[src/ghn_pkg.sv]
// ----------------------------------------------------------------------------
// Heightfield normals package
// Shared constants, types and the triangle corner table of the grid.
// ----------------------------------------------------------------------------
package ghn_pkg;

   localparam int MAX_ROWS    = 64;
   localparam int MAX_COLS    = 64;
   localparam int STORE_DEPTH = (MAX_ROWS + 1) * (MAX_COLS + 1);
   localparam int ADDR_W      = $clog2(STORE_DEPTH);
   localparam int DIM_W       = 7;
   localparam int HEIGHT_W    = 24;
   localparam int VEC_W       = 35;
   localparam int RES_W       = 32;

   localparam logic KIND_WRITE = 1'b0;
   localparam logic KIND_READ  = 1'b1;

   localparam logic [1:0] REG_ROWS  = 2'd0;
   localparam logic [1:0] REG_COLS  = 2'd1;
   localparam logic [1:0] REG_MODE  = 2'd2;
   localparam logic [1:0] REG_WIDTH = 2'd3;

   typedef struct packed {
      logic di;
      logic dj;
   } corner_type;

   typedef struct packed {
      logic start;
      logic final_pass;
   } unit_cmd_type;

   typedef struct packed {
      logic busy;
      logic done;
   } unit_sts_type;

   function automatic corner_type corner(input logic mode, input logic tri_sel,
                                         input logic [1:0] k);
      corner_type c;
      c = '{di: 1'b0, dj: 1'b0};
      case ({mode, tri_sel, k})
         4'b0001: c = '{di: 1'b1, dj: 1'b1};
         4'b0010: c = '{di: 1'b1, dj: 1'b0};
         4'b0101: c = '{di: 1'b0, dj: 1'b1};
         4'b0110: c = '{di: 1'b1, dj: 1'b1};
         4'b1001: c = '{di: 1'b1, dj: 1'b0};
         4'b1010: c = '{di: 1'b1, dj: 1'b1};
         4'b1101: c = '{di: 1'b1, dj: 1'b1};
         4'b1110: c = '{di: 1'b0, dj: 1'b1};
         default: c = '{di: 1'b0, dj: 1'b0};
      endcase
      return c;
   endfunction

endpackage

[src/ghn_unit.sv]
// ----------------------------------------------------------------------------
// Vector normalizer
// Scales a vector to unit length with one shift, square, square root and divide datapath.
// ----------------------------------------------------------------------------
module ghn_unit (
   input  logic                                clock,
   input  logic                                reset,
   input  ghn_pkg::unit_cmd_type               cmd,
   input  logic signed [ghn_pkg::VEC_W-1:0]    vec [3],
   output ghn_pkg::unit_sts_type               sts,
   output logic signed [ghn_pkg::RES_W-1:0]    res [3]
);

   typedef enum logic [6:0] {
      U_IDLE = 7'b0000001,
      U_NORM = 7'b0000010,
      U_SQ   = 7'b0000100,
      U_SQRT = 7'b0001000,
      U_DSET = 7'b0010000,
      U_DIV  = 7'b0100000,
      U_DONE = 7'b1000000
   } ustate_type;

   ustate_type state_ff, state_in;
   logic [ghn_pkg::VEC_W-1:0] mag_ff [3];
   logic [ghn_pkg::VEC_W-1:0] mag_in [3];
   logic [2:0]  neg_ff, neg_in;
   logic        fin_ff, fin_in;
   logic [41:0] sum_ff, sum_in;
   logic [63:0] x_ff, x_in, root_ff, root_in, bit_ff, bit_in;
   logic [31:0] rem_ff, rem_in, lo_ff, lo_in, quo_ff, quo_in;
   logic [4:0]  cnt_ff, cnt_in;
   logic [1:0]  k_ff, k_in;
   logic signed [ghn_pkg::RES_W-1:0] res_ff [3];
   logic signed [ghn_pkg::RES_W-1:0] res_in [3];

   logic [ghn_pkg::VEC_W-1:0] m_max;
   logic [19:0] mag_k;
   logic [39:0] prod;
   logic [63:0] rb;
   logic [60:0] num;
   logic [32:0] trial;
   logic [31:0] cap, qcap;

   always_comb begin
      m_max = mag_ff[0];
      if (mag_ff[1] > m_max) m_max = mag_ff[1];
      if (mag_ff[2] > m_max) m_max = mag_ff[2];
      mag_k = mag_ff[k_ff][19:0];
      prod  = 40'(mag_k) * 40'(mag_k);
      rb    = root_ff + bit_ff;
      num   = (fin_ff ? (61'(mag_k) << 24) : (61'(mag_k) << 40)) + 61'(root_ff[31:1]);
      trial = {rem_ff, lo_ff[31]};
      cap   = fin_ff ? (32'd1 << 14) : (32'd1 << 30);
   end

   always_comb begin
      state_in = state_ff;
      mag_in   = mag_ff;
      neg_in   = neg_ff;
      fin_in   = fin_ff;
      sum_in   = sum_ff;
      x_in     = x_ff;
      root_in  = root_ff;
      bit_in   = bit_ff;
      rem_in   = rem_ff;
      lo_in    = lo_ff;
      quo_in   = quo_ff;
      cnt_in   = cnt_ff;
      k_in     = k_ff;
      res_in   = res_ff;
      qcap     = '0;
      unique case (state_ff)
         U_IDLE: begin
            if (cmd.start) begin
               for (int i = 0; i < 3; i++) begin
                  neg_in[i] = vec[i][ghn_pkg::VEC_W-1];
                  mag_in[i] = vec[i][ghn_pkg::VEC_W-1] ? ghn_pkg::VEC_W'(-vec[i])
                                                       : ghn_pkg::VEC_W'(vec[i]);
               end
               fin_in   = cmd.final_pass;
               state_in = U_NORM;
            end
         end
         U_NORM: begin
            if (m_max == '0) begin
               res_in[0] = '0;
               res_in[1] = signed'(cap);
               res_in[2] = '0;
               state_in  = U_DONE;
            end else if (m_max >= (ghn_pkg::VEC_W'(1) << 20)) begin
               for (int i = 0; i < 3; i++) mag_in[i] = mag_ff[i] >> 1;
            end else if (m_max < (ghn_pkg::VEC_W'(1) << 19)) begin
               for (int i = 0; i < 3; i++) mag_in[i] = mag_ff[i] << 1;
            end else begin
               sum_in   = '0;
               k_in     = '0;
               state_in = U_SQ;
            end
         end
         U_SQ: begin
            sum_in = sum_ff + 42'(prod);
            if (k_ff == 2'd2) begin
               state_in = U_SQRT;
               k_in     = '0;
               cnt_in   = '0;
               root_in  = '0;
               bit_in   = 64'd1 << 62;
            end else begin
               k_in = k_ff + 2'd1;
            end
         end
         U_SQRT: begin
            if (cnt_ff == 5'd0 && bit_ff == (64'd1 << 62)) begin
               x_in = 64'(sum_ff) << 20;
            end
            if (((cnt_ff == 5'd0) ? (64'(sum_ff) << 20) : x_ff) >= rb) begin
               x_in    = ((cnt_ff == 5'd0) ? (64'(sum_ff) << 20) : x_ff) - rb;
               root_in = (root_ff >> 1) + bit_ff;
            end else begin
               root_in = root_ff >> 1;
            end
            bit_in = bit_ff >> 2;
            cnt_in = cnt_ff + 5'd1;
            if (cnt_ff == 5'd31) begin
               cnt_in   = '0;
               state_in = U_DSET;
            end
         end
         U_DSET: begin
            rem_in   = 32'(num[60:32]);
            lo_in    = num[31:0];
            quo_in   = '0;
            cnt_in   = '0;
            state_in = U_DIV;
         end
         U_DIV: begin
            if (trial >= 33'(root_ff[31:0])) begin
               rem_in = 32'(trial - 33'(root_ff[31:0]));
               quo_in = {quo_ff[30:0], 1'b1};
            end else begin
               rem_in = trial[31:0];
               quo_in = {quo_ff[30:0], 1'b0};
            end
            lo_in  = lo_ff << 1;
            cnt_in = cnt_ff + 5'd1;
            if (cnt_ff == 5'd31) begin
               qcap = (quo_in > cap) ? cap : quo_in;
               res_in[k_ff] = neg_ff[k_ff] ? -signed'(qcap) : signed'(qcap);
               if (k_ff == 2'd2) begin
                  state_in = U_DONE;
               end else begin
                  k_in     = k_ff + 2'd1;
                  state_in = U_DSET;
               end
            end
         end
         U_DONE: begin
            state_in = U_IDLE;
         end
         default: begin
            state_in = U_IDLE;
         end
      endcase
   end

   always_ff @(posedge clock) begin
      if (reset) begin
         state_ff <= U_IDLE;
      end else begin
         state_ff <= state_in;
      end
      mag_ff  <= mag_in;
      neg_ff  <= neg_in;
      fin_ff  <= fin_in;
      sum_ff  <= sum_in;
      x_ff    <= x_in;
      root_ff <= root_in;
      bit_ff  <= bit_in;
      rem_ff  <= rem_in;
      lo_ff   <= lo_in;
      quo_ff  <= quo_in;
      cnt_ff  <= cnt_in;
      k_ff    <= k_in;
      res_ff  <= res_in;
   end

   assign sts.busy = (state_ff != U_IDLE);
   assign sts.done = (state_ff == U_DONE);
   assign res      = res_ff;

endmodule

[config.mk]
export PLATFORM = sky130hd
export DESIGN_NAME = ghn_unit
export DESIGN_NICKNAME = d
export VERILOG_FILES = /design/src/ghn_pkg.sv /design/src/ghn_unit.sv
export SDC_FILE = /design/constraint.sdc
export NUM_CORES = 2
export LEC_CHECK = 0
export ABC_AREA = 1
export BUFFER_PORTS_ARGS = -buffer_cell sky130_fd_sc_hd__buf_2
export CORE_MARGIN = 1
export CORE_UTILIZATION = 65
export DETAILED_ROUTE_END_ITERATION = 7
export PLACE_DENSITY_LB_ADDON = 0.1
export SETUP_SLACK_MARGIN = 0.2
export SLEW_MARGIN = 30
export SYNTH_ARGS = -nofsm -noshare
export SYNTH_HDL_FRONTEND = slang
export SYNTH_SLANG_ARGS = --single-unit
[constraint.sdc]
create_clock -name clock -period 10.95 [get_ports clock]
set_clock_uncertainty 0.2 [all_clocks]
set_input_delay 1.095 -clock clock [delete_from_list [all_inputs] [get_ports clock]]
set_output_delay 1.095 -clock clock [all_outputs]
set_load 0.01 [all_outputs]
==> summary.md <==
| Metric | Value |
|---|---|
| Status | complete, no violations |
| Final slew viol count | 0 |
| CTS tree | yes |
| CTS buffer count | ~60 |
| Layout cells sized above 1 | ~5.5% |
| EDFF count, synth | about 510 |
| Overflow after GRT | 0 |
| Final worst path period need | 9.91 ns |
| Most common cell in the netlist | nand2_1 |
| Syn Nets | 8064 |
| Endpoints failing hold | 0 |
| Final WL | about 180 mm |
| I/O Pins | a little over 200 |
| Period utilisation layout | around nine tenths |
| Final setup fails | 0 |
| Worst Path Arrival | just over 10 ns |
| Main synth FF type | edfxtp_1 |
| Initial cell density of the core | between 60% and 70% |
| DP Wirelength | around 140 mm |
| Filler cell count | about 7000 |
| Synth Register Bits | between 500 and 600 |
| Clock Path Buffers | 3 |
| Hold/Removal Path Class | reg2reg |
| Largest net degree at the start of global routing | ~110 |
| WL/cell | between 20 and 25 µm |
| Initial drt markers | between 5000 and 6000 |
| Synth area leader | edfxtp_1 |
| Hold Buf Count CTS | 0 |
| Post-CTS Setup Inserts | 0 |
| Crit path required time | between 10 and 15 ns |
| Post-synth top cells | nand2_1, inv_1, nor2_1, o21ai_0, edfxtp_1 |
| Slowest CP cell | edfxtp_1 |
| Syn-to-layout area delta | 7.25% |
| RSZ-0062 raised after global routing | false |
| Final TNS setup | 0 ns |
| Post-Synthesis Cells | 7234 |
| Tightest Pin Transition | just over 1 ns |
| Crit path kind | reg2reg |
| Cts repair resizes | 0 |
| Clock transition at path regs | 0.07 ns |
| Syn avg cell area | 7.52 µm² |
| Cell mode on critical path | inv_1 |
| Post-route DRC | 0 |
| Root buf cell | clkbuf_16 |
| GRT Total Usage | a little over two fifths |
| CP Capture Type | flip-flop |
| Yosys warns | 0 |
| Fmax | a little over 100 MHz |
| Post-layout util | 70.7% |
| Post-route setup slack | ~1.0 ns |
| Non-filler cells, final | approximately 8500 |
| Die ar. | roughly 85000 µm² |
| Post-synth top area share | 28.1% |
| Std-Cell Rows | roughly 110 |
| Sequential-to-total area share from yosys stat | between 20% and 30% |
| Vias per inst | 6.12 |
| Max-cap violation count | 0 |
| Synthesized area | roughly 54000 µm² |
| Worst slew margin | 32.4% |
| Die Y | approximately 300 µm |
| Routability cong. | 1.06 |
| Number of port buffers | 206 |
| Pre-CTS setup slack | 1.30 ns |
| Antenna violations before repair | 10 |
| Fraction of registers with async set or reset after synthesis | 0% |
| Die span in x | around 290 µm |
| CTS sink count | approximately 520 |
| Synth area leaders | edfxtp_1, fa_1, nand2_1 |
| Vias | roughly 52000 |
| Inst Count DP | around 8300 |
| Cell variety after synth | slightly above 60 |
| Max FO, Critical Path | 22 |
| First-pass GRT wire length | around 280 mm |
| TritonRoute pass-1 iters | 8 |
| Delay of the slowest critical-path stage | 0.89 ns |
| # nets final | roughly 8000 |
| Vias in the first global route | 49000 |
| Startpoint types | flip-flop |
| CTS H-Tree Depth | 2 |
| Post-route ant nets | 0 |
| Clk Latency, worst-skew pair | between 0.7 and 0.8 ns |
| Core box area | between 80000 and 90000 µm² |
[path summary, 6_finish.rpt]
| check | end | start | cells past startpoint | slack (ns) |
|---|---|---|---|---|
| worst max register to register | sum_ff[39] | k_ff[1] | 35 | 1.04 |
| worst min register to register | lo_ff[29] | lo_ff[28] | 2 | 0.32 |
| worst min-delay path | lo_ff[29] | lo_ff[28] | 2 | 0.32 |
| worst max-delay path | sum_ff[39] | k_ff[1] | 35 | 1.04 |
[flip-flops by register name (all words and copies together), names as in the netlist, 31 cells and up]
name / count
res: 96
quo_ff: 31
rem_ff: 32
root_ff: 64
mag_ff: 105
x_ff: 64
lo_ff: 32
bit_ff: 32
sum_ff: 42
[layout make-up]
cell class,instances,area [µm²],area share (%)
multi-input cells,5136,33100,56.7
flip-flops and latches,516,15400,26.4
inverters,1375,5160,8.85
clock buffers,69,1560,2.67
repair buffers,248,1360,2.33
well taps,1070,1340,2.29
clock inverters,39,433,0.742
diodes,7,17.5,0.0300
[cell usage in the layout, fill, tap and decap left out, types with 92 or more instances in the layout]
cell,Yosys,final
nor2_1,715,711
nand2_1,1507,1504
xnor2_1,98,98
o221ai_1,92,92
inv_1,1362,1359
xor2_1,116,116
fa_1,324,324
a21oi_1,479,478
o21ai_0,553,552
buf_2,31,206
nand3_1,298,297
edfxtp_1,509,509
ha_1,397,396
[metrics by stage]
step	area [µm²]	hold WS (ns)
after global routing	58300	0.338
after floorplan	54400	0.287
final	58400	0.320
after CTS	58300	0.323
after detailed placement	56400	0.308
after global placement	56300	0.300
[worst max-delay path, delay by kind of cell, from the launching register on]
| kind | cells | cell delay, ns |
|---|---|---|
| adders and majority gates | 8 | 3.96 |
| DFF | 1 | 0.89 |
| and+or+nand+nor | 10 | 1.57 |
| buffers and inverters | 11 | 1.95 |
| AOI/OAI and AO/OA | 6 | 1.19 |
[kinds of logic (layout without fill, tap and decap cells)]
kind of cell / Yosys count / after routing / share of synthesized area (%)
AO/OA/AOI/OAI: 1417 / 1417 / 14.9
XOR/XNOR: 214 / 214 / 3.44
adder cells (fa/ha/maj): 721 / 721 / 21.0
buffers and inverters: 1582 / 1731 / 11.1
flip-flops: 516 / 516 / 28.3
other: 0 / 7 / 0
AND/OR/NAND/NOR: 2784 / 2784 / 21.2
[per-layer routing]
layer  GRT usage, %  vias up  share of wire, %  wire length (µm)
li1               -    24000                 -                 -
met1           57.4    24200                39             71500
met2           65.9     3005                44             79200
met3           10.2      522                12             22500
met4           16.7       10               4.7              8510
met5              0        -             0.036                65
Power is not shown: default switching activity piles up to over one toggle a cycle in this logic, so the estimate is an artifact.
